**config.mk**
```make
export PLATFORM = sky130hd
export DESIGN_NAME = ffha_cell
export DESIGN_NICKNAME = d
export VERILOG_FILES = /design/src/rtl/ffha_pkg.sv /design/src/rtl/ffha_cell.sv
export SDC_FILE = /design/constraint.sdc
export NUM_CORES = 1
export LEC_CHECK = 0
export ABC_AREA = 1
export BUFFER_PORTS_ARGS = -buffer_cell sky130_fd_sc_hd__buf_4
export CAP_MARGIN = 0
export CORE_ASPECT_RATIO = 1.1
export CORE_UTILIZATION = 56
export CTS_CLUSTER_DIAMETER = 40
export DETAILED_ROUTE_END_ITERATION = 6
export PLACE_DENSITY = 0.82
export SLEW_MARGIN = 20
export SYNTH_ARGS = -nofsm -noshare
export SYNTH_HDL_FRONTEND = slang
export SYNTH_SLANG_ARGS = --single-unit
```
**constraint.sdc**
```tcl
create_clock -name clock -period 4.9 [get_ports clock]
set_input_delay 0.735 -clock clock [delete_from_list [all_inputs] [get_ports clock]]
set_output_delay 0.735 -clock clock [all_outputs]
set_load 0.005 [all_outputs]
```
**src/rtl/ffha_pkg.sv**
```systemverilog
package ffha_pkg;

   localparam int HEAP_BYTES   = 1024;
   localparam int HEADER_BYTES = 24;
   localparam int GRAN_BYTES   = 8;
   localparam int NGRAN        = HEAP_BYTES / GRAN_BYTES;
   localparam int IDX_W        = $clog2(NGRAN);
   localparam int BYTES_W      = 11;
   localparam int HDR_GRAN     = HEADER_BYTES / GRAN_BYTES;
   localparam int INIT_BYTES   = ((HEAP_BYTES - HEADER_BYTES) + 7) / 8 * 8;

   localparam logic OP_ALLOC = 1'b0;
   localparam logic OP_FREE  = 1'b1;

   typedef enum logic [2:0] {
      ST_OK      = 3'd0,
      ST_NOFIT   = 3'd1,
      ST_RANGE   = 3'd2,
      ST_ALIGN   = 3'd3,
      ST_NOTUSED = 3'd4
   } status_type;

   typedef enum logic [1:0] {
      FSM_IDLE,
      FSM_RUN,
      FSM_HOLD
   } fsm_type;

   // request token walking the cell chain
   typedef struct packed {
      logic               valid;
      logic               op;
      logic [BYTES_W-1:0] size;
      logic [IDX_W-1:0]   target;
      logic               done;
      status_type         status;
      logic [BYTES_W-1:0] goff;
      logic [BYTES_W-1:0] gbytes;
      logic               wr_en;
      logic [IDX_W-1:0]   wr_idx;
      logic [BYTES_W-1:0] wr_bytes;
      logic               prev_free;
      logic [IDX_W-1:0]   prev_idx;
      logic [BYTES_W-1:0] prev_bytes;
      logic               merge_pending;
   } tok_type;

   // header write broadcast to all cells once a token leaves the chain
   typedef struct packed {
      logic               en;
      logic [IDX_W-1:0]   idx;
      logic [BYTES_W-1:0] bytes;
   } wr_type;

endpackage

```
**src/rtl/ffha_cell.sv**
```systemverilog
module ffha_cell
   import ffha_pkg::*;
(
   input  logic             clock,
   input  logic             reset,
   input  logic [IDX_W-1:0] cell_idx,
   input  wr_type           wr,
   input  tok_type          tok_in,
   output tok_type          tok_out
);

   logic               present_ff, present_in;
   logic               free_ff, free_in;
   logic [BYTES_W-1:0] bytes_ff, bytes_in;
   tok_type            tok_ff, tok_nx;
   logic [11:0]        split_need;
   logic [7:0]         split_idx;

   assign split_need = {1'b0, tok_in.size} + 12'(HEADER_BYTES + GRAN_BYTES);
   assign split_idx  = {1'b0, cell_idx} + 8'(HDR_GRAN) + 8'(tok_in.size >> 3);

   always_comb begin
      tok_nx     = tok_in;
      present_in = present_ff;
      free_in    = free_ff;
      bytes_in   = bytes_ff;
      if (wr.en && wr.idx == cell_idx) begin
         present_in = 1'b1;
         free_in    = 1'b1;
         bytes_in   = wr.bytes;
      end else if (tok_in.valid) begin
         if (tok_in.op == OP_ALLOC) begin
            if (present_ff && !tok_in.done && free_ff && bytes_ff >= tok_in.size) begin
               tok_nx.done   = 1'b1;
               tok_nx.status = ST_OK;
               tok_nx.goff   = {1'b0, cell_idx, 3'b000} + BYTES_W'(HEADER_BYTES);
               free_in       = 1'b0;
               if ({1'b0, bytes_ff} >= split_need) begin
                  bytes_in        = tok_in.size;
                  tok_nx.gbytes   = tok_in.size;
                  tok_nx.wr_en    = 1'b1;
                  tok_nx.wr_idx   = split_idx[IDX_W-1:0];
                  tok_nx.wr_bytes = bytes_ff - tok_in.size - BYTES_W'(HEADER_BYTES);
               end else begin
                  tok_nx.gbytes = bytes_ff;
               end
            end
         end else if (!tok_in.done) begin
            if (cell_idx == tok_in.target) begin
               tok_nx.done = 1'b1;
               if (present_ff && !free_ff) begin
                  tok_nx.status        = ST_OK;
                  tok_nx.gbytes        = bytes_ff;
                  tok_nx.wr_en         = 1'b1;
                  tok_nx.merge_pending = 1'b1;
                  if (tok_in.prev_free) begin
                     // fold into the free block in front
                     tok_nx.wr_idx   = tok_in.prev_idx;
                     tok_nx.wr_bytes = tok_in.prev_bytes + bytes_ff
                                       + BYTES_W'(HEADER_BYTES);
                     present_in      = 1'b0;
                     free_in         = 1'b0;
                     bytes_in        = '0;
                  end else begin
                     tok_nx.wr_idx   = cell_idx;
                     tok_nx.wr_bytes = bytes_ff;
                     free_in         = 1'b1;
                  end
               end
            end else if (present_ff) begin
               tok_nx.prev_free  = free_ff;
               tok_nx.prev_idx   = cell_idx;
               tok_nx.prev_bytes = bytes_ff;
            end
         end else if (tok_in.merge_pending && present_ff) begin
            tok_nx.merge_pending = 1'b0;
            if (free_ff) begin
               tok_nx.wr_bytes = tok_in.wr_bytes + bytes_ff + BYTES_W'(HEADER_BYTES);
               present_in      = 1'b0;
               free_in         = 1'b0;
               bytes_in        = '0;
            end
         end
      end
   end

   always_ff @(posedge clock) begin
      if (reset) begin
         present_ff   <= (cell_idx == '0);
         free_ff      <= (cell_idx == '0);
         bytes_ff     <= (cell_idx == '0) ? BYTES_W'(INIT_BYTES) : '0;
         tok_ff.valid <= 1'b0;
      end else begin
         present_ff <= present_in;
         free_ff    <= free_in;
         bytes_ff   <= bytes_in;
         tok_ff     <= tok_nx;
      end
   end

   assign tok_out = tok_ff;

endmodule
```
-- Word level (Yosys, flattened, before mapping)
Index checks and enable logic that the tools add are counted.
- register bits: 98
- input bits: 113
- output and inout port bits: 85
- word-level logic and storage cells: 115
- add/subtract/negate cells: 10
- $lt $le $gt $ge: 2
- equality and inequality tests: 9
- mux-type cells: 58
- reductions and logical operators: 18
- operators with widths (cell ; count):
    $mux W11 ; 16
    $mux W65 ; 2
    $mux W19 ; 5
    $mux W30 ; 3
    $mux W45 ; 1
    $mux W1 ; 24
    $add A11 B11 Y11 ; 2
    $add A11 B5 Y11 const B ; 2
    $mux W20 ; 1
    $ne A5 B3 Y1 const B ; 4
    $mux W18 ; 1
    $reduce_bool A4 Y1 ; 4
    $eq A7 B7 Y1 ; 2
    $reduce_and A7 Y1 ; 2
    $add A11 B6 Y12 const B ; 1
    $ge A11 B12 Y1 ; 1
    $mux W4 ; 3
    $add A10 B5 Y11 const B ; 1
    $ge A11 B11 Y1 ; 1
    $sub A11 B11 Y11 ; 1
    $sub A11 B5 Y11 const B ; 1
    $mux W10 ; 1
    $ne A4 B2 Y1 const B ; 2
    $add A7 B2 Y7 const B ; 1
    other kinds (8) ; 15

-- Longest topological paths before layout
Gate-level depths: netlist of the first run.
- word-level depth: 9
- mapped depth: 18
- depth with buffers taken out: 18

-- Least setup slack after synthesis of the first run
Ideal clock, no wire load.
- path type: input-to-reg
- start: input port reset
- end: register free_ff, data pin
- library setup time: 150 ps
- arrival: 3715 ps
- data required time: 4750 ps
- path slack: 1035 ps
- cell stages on the path: 4
- path buffers: 1
- cells stage by stage: inv_1 clkbuf_1 nand2_1 nand3_1
- cells in the longest elaborated chain, start to end: 1
- RTL lines (what ; RTL line ; source):
    from (decl) ; ffha_cell.sv:5 ; input logic reset,
    $mux W1 ; ffha_cell.sv:88 ; if (reset) begin
    to (signal assigned) ; ffha_cell.sv:90 ; free_ff <= (cell_idx == '0);
    to (signal assigned) ; ffha_cell.sv:95 ; free_ff <= free_in;
    to (decl) ; ffha_cell.sv:13 ; logic free_ff, free_in;
Every way passes these cells.
A chain may end at the register's enable or synchronous reset.

==> results of run 1 <==
-- cells by family (layout without fill, tap and decap cells) --
| group | after synthesis | after routing | share of synthesized area |
|---|---|---|---|
| AOI/OAI and AO/OA | 165 | 165 | 0.1055 |
| xor gates and xnor gates | 35 | 35 | 0.03627 |
| DFF | 98 | 98 | 0.3232 |
| and+or+nand+nor | 592 | 592 | 0.2883 |
| buffers and inverters | 241 | 416 | 0.1160 |
| adders and majority gates | 90 | 90 | 0.1307 |
-- per-stage QoR --
stage                     instances    util
after detailed placement       1580  0.6670
after floorplan                1221       -
after global placement         1580  0.6670
after global routing           1596  0.6855
final                          1596  0.6855
after CTS                      1596  0.6850
-- sequential cells by signal, indices dropped and copies added (netlist names) --
register,flops
present_ff,1
free_ff,1
tok_out,85
bytes_ff,11
-- final cells by class --
type	count	area (um2)	share of cell area
Sequential cell	98	2933	0.2709
Clock buffer	9	225.2	0.02080
Inverter	199	748.2	0.06910
Multi-Input combinational cell	882	5104	0.4713
Clock inverter	7	58.81	0.005431
Tap cell	200	250.2	0.02311
Timing Repair Buffer	201	1509	0.1394
-- per-layer routing --
| layer | GRT usage | vias to the layer above |
|---|---|---|
| li1 | - | 4334 |
| met5 | 0 | - |
| met2 | 0.5621 | 517 |
| met4 | 0.1874 | 0 |
| met3 | 0.04672 | 86 |
| met1 | 0.4260 | 4046 |
-- synth_stat cells (2+ instances only) --
cell type	number	area, um2
nand3_4	2	35.03
nor2_1	77	289.0
edfxtp_1	97	2913
fa_1	8	160.2
nand2_4	3	33.78
xnor2_2	3	48.80
buf_1	2	7.510
clkinv_1	2	7.510
nand2_2	3	18.77
inv_2	8	30.03
nand3_1	119	595.6
o21ai_2	9	78.83
buf_6	16	180.2
buf_2	15	75.07
nor2_2	6	37.54
xor2_1	21	183.9
a21o_1	4	30.03
o211ai_1	6	45.04
nor2_4	3	33.78
buf_4	2	15.01
a21oi_1	75	375.4
a31oi_1	2	12.51
o21ai_0	44	220.2
o21bai_1	3	22.52
nand4_1	28	175.2
clkbuf_1	6	22.52
ha_1	82	1026
a21oi_2	11	96.34
nand2_1	336	1261
nand3b_1	4	30.03
inv_1	189	709.4
xnor2_1	11	96.34
nor3_1	3	15.01
o21ai_1	4	20.02
-- power by group --
| part | internal, mW | switching, mW | total (mW) |
|---|---|---|---|
| registers | 0.997 | 0.0531 | 1.05 |
| clock network | 0.356 | 0.369 | 0.724 |
| logic | 0.388 | 0.575 | 0.963 |
| total | 1.74 | 0.997 | 2.74 |
-- final timing paths --
path | from | slack, ns | depth (start not counted) | to
min reg2reg | free_ff | 0.78 | 2 | tok_out[19]
max reg2reg | bytes_ff[0] | 1.53 | 11 | tok_out[21]
min | tok_in[66] | 0.57 | 1 | tok_out[66]
max | bytes_ff[0] | 1.53 | 11 | tok_out[21]
-- worst reg2reg max path, stage by stage (launching register included) --
cell	delay [ns]
edfxtp_1	0.54
inv_1	0.17
ha_1	0.24
fa_1	0.36
o21bai_1	0.19
nand4_1	0.46
nand3_4	0.46
nand2_4	0.27
inv_1	0.21
nand2_1	0.07
nand3_1	0.06
nand3_1	0.08
==> impl_results.md, run 1 <==
- Die W: approximately 120 um
- Prevailing post-synth register cell: edfxtp_1
- Detailed Route Iter0 Violations: approximately 1100
- Met1 WL: 10890 um
- Setup violators final: 0
- DP Worst Slack: 1.260 ns
- Worst Path Buf+Inv: 2
- Later-pin clock latency in the skew report: roughly 0.36 ns
- Slew HR: 0.3699
- WL final: 28440 um
- GP Congestion: between 0.9 and 1
- Post-route cell area: ~0.011 mm2
- Fraction of registers with async set/reset: 0
- TritonCTS Sinks: 98
- CTS buffer count: 9
- Post-DP HPWL: around 22000 um
- Post-CTS Setup Bufs: 0
- Syn Inst Count: around 1200
- Hold Buf Count CTS: 0
- Hold WS: approximately 0.57 ns
- Met2 WL post-DR: 13280 um
- Final net count: 1594
- Met3 wire length: between 2000 and 3000 um
- Clock H-tree levels: 3
- Tmin final: approximately 3.4 ns
- DR pass1 iterations: 6
- First-pass GRT wire length: ~42000 um
- Worst path cell trace: inv_1, ha_1, fa_1, o21bai_1, nand4_1, nand3_4, nand2_4, inv_1, nand2_1, nand3_1, nand3_1
- I/O pins: between 150 and 200
- Number of enable flip-flop cells after synthesis: 97
- Top Metal Used: met4
- Critical path data arrival time: between 3 and 4 ns
- Area Overhead vs Synth: 19.33%
- DR vias/cell: approximately 5.6
- Max Cap Viol: 0
- Min-Delay Path Class: primary input to flop
- Routed Antenna Nets: 0
- Mapped cell area: roughly 0.0091 mm2
- Worst Path Required: ~5.0 ns
- Core area: between 0.015 and 0.02 mm2
- CP max-delay cell: edfxtp_1
- Most common cell after layout, fill and taps aside: nand2_1
- Power Density: 252.8 mW/mm2
- Final Hold Fails: 0
- Crit path max fanout: 24
- Total gr overflow: 0
- Worst-margin pin slew: around 0.94 ns
- Root Buffer: clkbuf_16
- Most frequent cells in the layout: 336 x nand2_1, 201 x buf_4, 188 x inv_1, 119 x nand3_1, 97 x edfxtp_1
- Wire per inst: 17.82 um
- PostCTS Resize Cnt: 0
- Die Y: around 140 um
- CP top delay family: simple AND/OR/NAND/NOR gates
- Worst VDD drop: 0.0001895 V
- Area after DPL: roughly 0.011 mm2
- Ys Warns: 0
- CTS tree: built
- Initial Util: 0.5745
- CP endpoint kind: flop
- Final period util: 0.6885
- Sequential share of the synthesized area: 0.3232
- Final-report max-slew violation count: 0
- Vias in the first global route: approximately 8000
- # DRC: 0
- Power, Total: around 2.7 mW
- DIE AREA: between 0.015 and 0.02 mm2
- # port buffers: roughly 200
- Worst Setup Start Kind: flop
- Fill cells: ~1400
- Via count: 8983
- Syn_area_per_cell: 7.431 um2
- Max clock buf depth: 2
- Status: finished clean
- Layout cells sized above 1: 0.1948
- Final worst slack: ~1.5 ns
- Pleak: 5.565 nW
- Initial antenna violation count: 0
- Clock skew: roughly 0.0097 ns
- CP max stage delay: between 0.5 and 0.6 ns
- Gr usage total: 0.3402
- Unrepaired setup endpoints after global routing: false
- Syn_nets: about 1400
- Setup CP Type: flop to flop
- Antenna Cells: 0
- Achievable Freq: just under 300 MHz
- Clk pin slew, worst setup/hold paths: ~0.08 ns
- Site Rows: 48
- Largest net degree at the start of global routing: just over 60
- Unique masters post-synth: just over 50
- Setup Total Neg Slack: 0 ns
- #FFs+latches synth: a little under 100
(Power assumes the default switching activity.)
==> inputs of run 2 (changes only) <==
- ABC_AREA: 1 -> 0
- CORE_UTILIZATION: 56 -> 50
- PLACE_DENSITY: 0.82 -> 0.79
- clock period: 4.9 -> 2.76 ns (I/O delays scaled with it)
==> run 2 against run 1 <==
The run now ends with negative setup slack left. Count of clock-buffer cells in the layout unchanged. Wire length increased by 10%. Sequential cell count unchanged. Power increased by 98%. Largest cell class unchanged. Critical path depth increased by 1. First-iteration DRC count increased by 13%. Via count decreased by 3.9%. Final cell count decreased by 17%. Core utilization increased by 7.7 points.
==> impl_results.md, run 2 <==
- Status: finished with violations
- Failing checks: negative setup slack
- Met1 WL: ~11000 um
- Site Rows: 47
- CP max-delay cell: edfxtp_1
- Sequential share of the synthesized area: 0.3709
- Worst Path Buf+Inv: 2
- Power, Total: approximately 5.4 mW
- Synth cell count leaders: 97 x edfxtp_1, 82 x ha_1, 69 x inv_1
- Fill cells: about 950
- CP endpoint kind: flop
- DIE AREA: ~0.016 mm2
- Met2 WL post-DR: roughly 14000 um
- Met3 wire length: 3820 um
- #FFs+latches synth: 98
- Crit-path most repeated cell: inv_1
- Area after DPL: between 0.01 and 0.015 mm2
- Mapped cell area: 0.007908 mm2
- Initial antenna violation count: 0
- Setup violators final: 31
- Gr usage total: 0.3233
- Achievable Freq: approximately 340 MHz
- Prevailing post-synth register cell: edfxtp_1
- Core area: about 0.015 mm2
- Min-Delay Path Class: primary input to flop
- Post-synth top area share: 0.3684
- Max clock buf depth: 2
- # port buffers: approximately 200
- Syn Inst Count: between 800 and 900
- TritonCTS Sinks: 98
- Wire per inst: approximately 24 um
- Die W: between 100 and 150 um
- Max Cap Viol: 0
- Pleak: ~5.0 nW
- DR pass1 iterations: 6
- CTS buffer count: 9
- I/O pins: roughly 200
- CTS tree: built
- Later-pin clock latency in the skew report: approximately 0.36 ns
- Detailed Route Iter0 Violations: 1184
- First-pass GRT wire length: approximately 40000 um
- Worst VDD drop: 0.0003705 V
- Max FFs per register: 85
- Worst-margin pin slew: 0.8572 ns
- DP Worst Slack: -0.3157 ns
- WL final: 31360 um
- Largest net degree at the start of global routing: 85
- Area Overhead vs Synth: 46.90%
- Crit path max fanout: 3
- Total gr overflow: 0
- Fraction of registers with async set/reset: 0
- Tmin final: roughly 2.9 ns
- Slew HR: 0.4285
- Largest cells by area after synthesis: edfxtp_1 37%, ha_1 13%, a21oi_1 3.7%
- Die Y: ~130 um
- Critical path data arrival time: around 3.1 ns
- Syn_area_per_cell: about 10 um2
- Final Hold Fails: 0
- CP top delay family: compound AO/OA/AOI/OAI gates
- Power Density: 466.4 mW/mm2
- GP Congestion: around 0.96
- Ys Warns: 0
- Setup CP Type: flop to flop
- Post-DP HPWL: 19820 um
- Synth area leader: edfxtp_1
- Most common cell after layout, fill and taps aside: buf_4
- Unrepaired setup endpoints after global routing: true
- Hold WS: 0.2429 ns
- Clock H-tree levels: 3
- Worst path cell trace: inv_1, ha_2, inv_1, ha_4, fa_2, nor2b_2, o31a_1, o21ai_2, nand2b_1, xnor2_1, a21oi_1, o221a_1
- Routed Antenna Nets: 0
- Final-report max-slew violation count: 0
- Final period util: 1.066
- DR vias/cell: around 6.5
- Number of enable flip-flop cells after synthesis: 97
- Initial Util: 0.5192
- Final net count: 1324
- CP max stage delay: between 0.4 and 0.5 ns
- Hold Buf Count CTS: 0
- Syn_nets: slightly above 1000
- Top Metal Used: met4
- Clock skew: just over 0.008 ns
- Layout cells sized above 1: 0.4201
- Unique masters post-synth: 71
- Worst Path Required: 2.88 ns
- Post-route cell area: around 0.012 mm2
- Leading cell type by number of instances after synthesis: edfxtp_1
- Worst Setup Start Kind: flop
- Via count: between 8000 and 9000
- Final worst slack: -0.1809 ns
- Most frequent cells in the layout: 311 x buf_4, 97 x edfxtp_1, 62 x ha_1, 61 x inv_1, 53 x nor2_1
- # DRC: 0
- Root Buffer: clkbuf_16
- Clk pin slew, worst setup/hold paths: approximately 0.080 ns
- Vias in the first global route: 7579
[run 2: where the power goes]
part / total [mW] / switching (mW) / internal, mW
clock: 1.44 / 0.641 / 0.804
combinational: 2.16 / 1.11 / 1.05
sequential: 1.82 / 0.0513 / 1.76
total: 5.42 / 1.80 / 3.61
[run 2: final cells by class]
cell class | count | area (um2) | area share
multi-input combinational | 609 | 5191 | 0.4469
sequential | 98 | 2933 | 0.2525
timing repair buffer | 334 | 2651 | 0.2282
inverter | 69 | 267.8 | 0.02305
tap | 196 | 245.2 | 0.02111
clock buffer | 9 | 225.2 | 0.01939
clock inverter | 7 | 100.1 | 0.008617
antenna | 1 | 2.502 | 0.0002154
[run 2: path summary, 6_finish.rpt]
kind / startpoint / to / slack [ns] / cells after the start
max: bytes_ff[0] / tok_out[27] / -0.18 / 12
min: tok_in[69] / tok_out[69] / 0.24 / 1
max reg2reg: bytes_ff[0] / tok_out[27] / -0.18 / 12
min reg2reg: bytes_ff[2] / tok_out[3] / 0.74 / 1
[run 2: metrics by stage]
step	std cells	util	setup TNS, ns
2_1_floorplan	813	-	-0.007308
3_3_place_gp	1276	0.6757	-4.230
3_5_place_dp	1276	0.6757	-6.023
4_1_cts	1301	0.7121	-1.295
5_1_grt	1322	0.7625	-4.398
6_report	1323	0.7627	-2.597
[run 2: kinds of logic (layout without fill, tap and decap cells)]
logic type	Yosys count	count (layout)	synth area share
simple gates	194	194	0.1256
buf+inv	106	419	0.05585
mux	41	41	0.05443
other cells	0	1	0
xor+xnor	48	48	0.05317
compound gates	236	236	0.1900
fa+ha+maj	90	90	0.1500
flops	98	98	0.3709
[run 2: metal layers]
layer,GRT usage,vias up
met5,0,-
met2,0.5308,772
met3,0.05230,243
li1,-,3635
met4,0.1824,0
met1,0.4014,3982
[run 2: repair_timing]
item,4_1_cts,5_1_grt
endpoints found under the setup margin,32,63
pin swaps,9,47
resized for setup,38,111
gates cloned,0,3
buffers inserted,9,20
endpoints found under the hold margin,0,0
==> inputs of run 3 (changes only) <==
- CORE_UTILIZATION: 50 -> 51
- CTS_BUF_LIST: default -> sky130_fd_sc_hd__clkbuf_8
- PLACE_DENSITY: 0.79 -> 0.8
==> run 3 against run 2 <==
The run ends with design-rule violations, negative setup slack left. Critical endpoint is now tok_out[42]. Clock skew is 0.0041 ns higher. Sequential power hardly changed. Combinational power up 13%. Critical path depth rose by 3. Wire length up 14%. Power shrank 2.0%.
==> impl_results.md, run 3 (same netlist as run 2, synthesis figures left out) <==
- Worst path cell trace: buf_4, inv_1, nor3_1, nand3_1, xnor2_1, ha_1, inv_1, o2111ai_2, o211a_4, buf_6, buf_8, mux2i_1, nand2_1, o21ai_1, a221oi_1
- Gr usage total: 0.3568
- Setup CP Type: primary input to flop
- Root Buffer: clkbuf_8
- Setup violators final: 55
- Worst Path Required: between 2 and 3 ns
- DR vias/cell: around 6.9
- Antenna Cells: 0
- Clock skew: 0.01222 ns
- Final-report max-slew violation count: 0
- Worst Setup Start Kind: primary input
- Worst-margin pin slew: a little over 0.8 ns
- Fill cells: 809
- TritonCTS Sinks: roughly 100
- Final Hold Fails: 0
- Die W: roughly 120 um
- Max Cap Viol: 0
- Most common cell after layout, fill and taps aside: buf_4
- Unrepaired setup endpoints after global routing: true
- CP endpoint kind: flop
- DP Worst Slack: -0.3512 ns
- Area Overhead vs Synth: 51.93%
- Tmin final: 3.243 ns
- Wire per inst: about 26 um
- Pleak: ~5.2 nW
- I/O pins: 198
- CP top delay family: simple AND/OR/NAND/NOR gates
- Max FFs per register: 85
- Area after DPL: 0.01039 mm2
- Site Rows: 47
- # port buffers: 197
- Power Density: between 400 and 500 mW/mm2
- Detailed Route Iter0 Violations: ~1500
- Initial antenna violation count: 2
- WL final: about 36000 um
- Max clock buf depth: 2
- Slew HR: 0.4483
- Post-DP HPWL: 20370 um
- DR pass1 iterations: 7
- Final worst slack: -0.4827 ns
- First-pass GRT wire length: 43580 um
- Clock H-tree levels: 3
- Die Y: 132.6 um
- Via count: just over 9000
- Worst VDD drop: approximately 0.00024 V
- Status: finished with violations
- Vias in the first global route: around 8200
- Post-route cell area: ~0.012 mm2
- CP max-delay cell: nor3_1
- Total gr overflow: 0
- Final period util: 1.175
- Core area: 0.01511 mm2
- Initial Util: 0.5232
- Crit-path most repeated cell: inv_1
- Largest net degree at the start of global routing: 85
- GP Congestion: ~0.93
- Worst Path Buf+Inv: 5
- CP max stage delay: 0.38 ns
- Achievable Freq: 308.4 MHz
- Most frequent cells in the layout: 327 x buf_4, 97 x edfxtp_1, 60 x ha_1, 59 x inv_1, 52 x nor2_1
- Later-pin clock latency in the skew report: around 0.4 ns
- Critical path data arrival time: approximately 3.4 ns
- CTS tree: built
- Layout cells sized above 1: 0.4502
- Hold WS: between 0.2 and 0.25 ns
- Min-Delay Path Class: primary input to flop
- Crit path max fanout: 5
- Routed Antenna Nets: 0
- Clk pin slew, worst setup/hold paths: between 0.1 and 0.15 ns
- # DRC: 12
- Final net count: around 1400
- DIE AREA: around 0.016 mm2
- CTS buffer count: 9
- Setup Total Neg Slack: -13.66 ns
- Failing checks: design-rule violations, negative setup slack
==> run 3: cell types whose count changed in the layout (fill, tap and decap cells not counted), moves of 6 or more <==
cell / before / now
clkbuf_16: 11 / 1
clkbuf_8: 0 / 9
o21ai_0: 36 / 29
o21ai_1: 18 / 24
buf_6: 17 / 27
buf_4: 311 / 327
==> run 3: per-stage QoR <==
stage	cells	util	total power, mW
2_1_floorplan	813	-	2.771
3_3_place_gp	1286	0.6876	3.506
3_5_place_dp	1286	0.6876	3.551
4_1_cts	1329	0.7354	4.731
5_1_grt	1351	0.7949	5.447
6_report	1351	0.7949	5.309
==> run 3: worst paths after layout <==
kind	cells past startpoint	startpoint	slack [ns]	to
hold / removal	1	tok_in[69]	0.21	tok_out[69]
setup / recovery	15	tok_in[79]	-0.48	tok_out[42]
hold reg to reg	2	free_ff	0.80	tok_out[19]
setup reg to reg	13	bytes_ff[2]	-0.47	tok_out[43]
==> run 3: power breakdown <==
part / internal (mW) / switching [mW] / total, mW / leakage [nW]
clock: 0.427 / 0.610 / 1.04 / 0.0914
combinational: 1.18 / 1.27 / 2.45 / 4.11
sequential: 1.76 / 0.0593 / 1.82 / 0.965
==> run 3: layer usage <==
layer / vias up / global-route usage / share of wire
met4: 2 / 0.2030 / 0.090
met5: - / 0 / 0.00039
met1: 4260 / 0.4269 / 0.33
met2: 979 / 0.5983 / 0.45
met3: 349 / 0.06767 / 0.13
li1: 3706 / - / -
==> run 3: cell type report <==
type | count | area [um2] | share of cell area
clock buffer | 9 | 123.9 | 0.01031
clock inverter | 7 | 76.32 | 0.006353
inverter | 69 | 265.3 | 0.02208
multi-input combinational | 609 | 5424 | 0.4515
sequential | 98 | 2933 | 0.2441
tap | 196 | 245.2 | 0.02041
timing repair buffer | 363 | 2947 | 0.2453
==> run 3: what timing repair did <==
action / CTS / global route
gates resized for setup: 75 / 135
setup endpoints to repair: 48 / 66
cloned: 2 / 1
setup buffers: 25 / 27
pin swaps: 33 / 64
hold buffers: 0 / 0
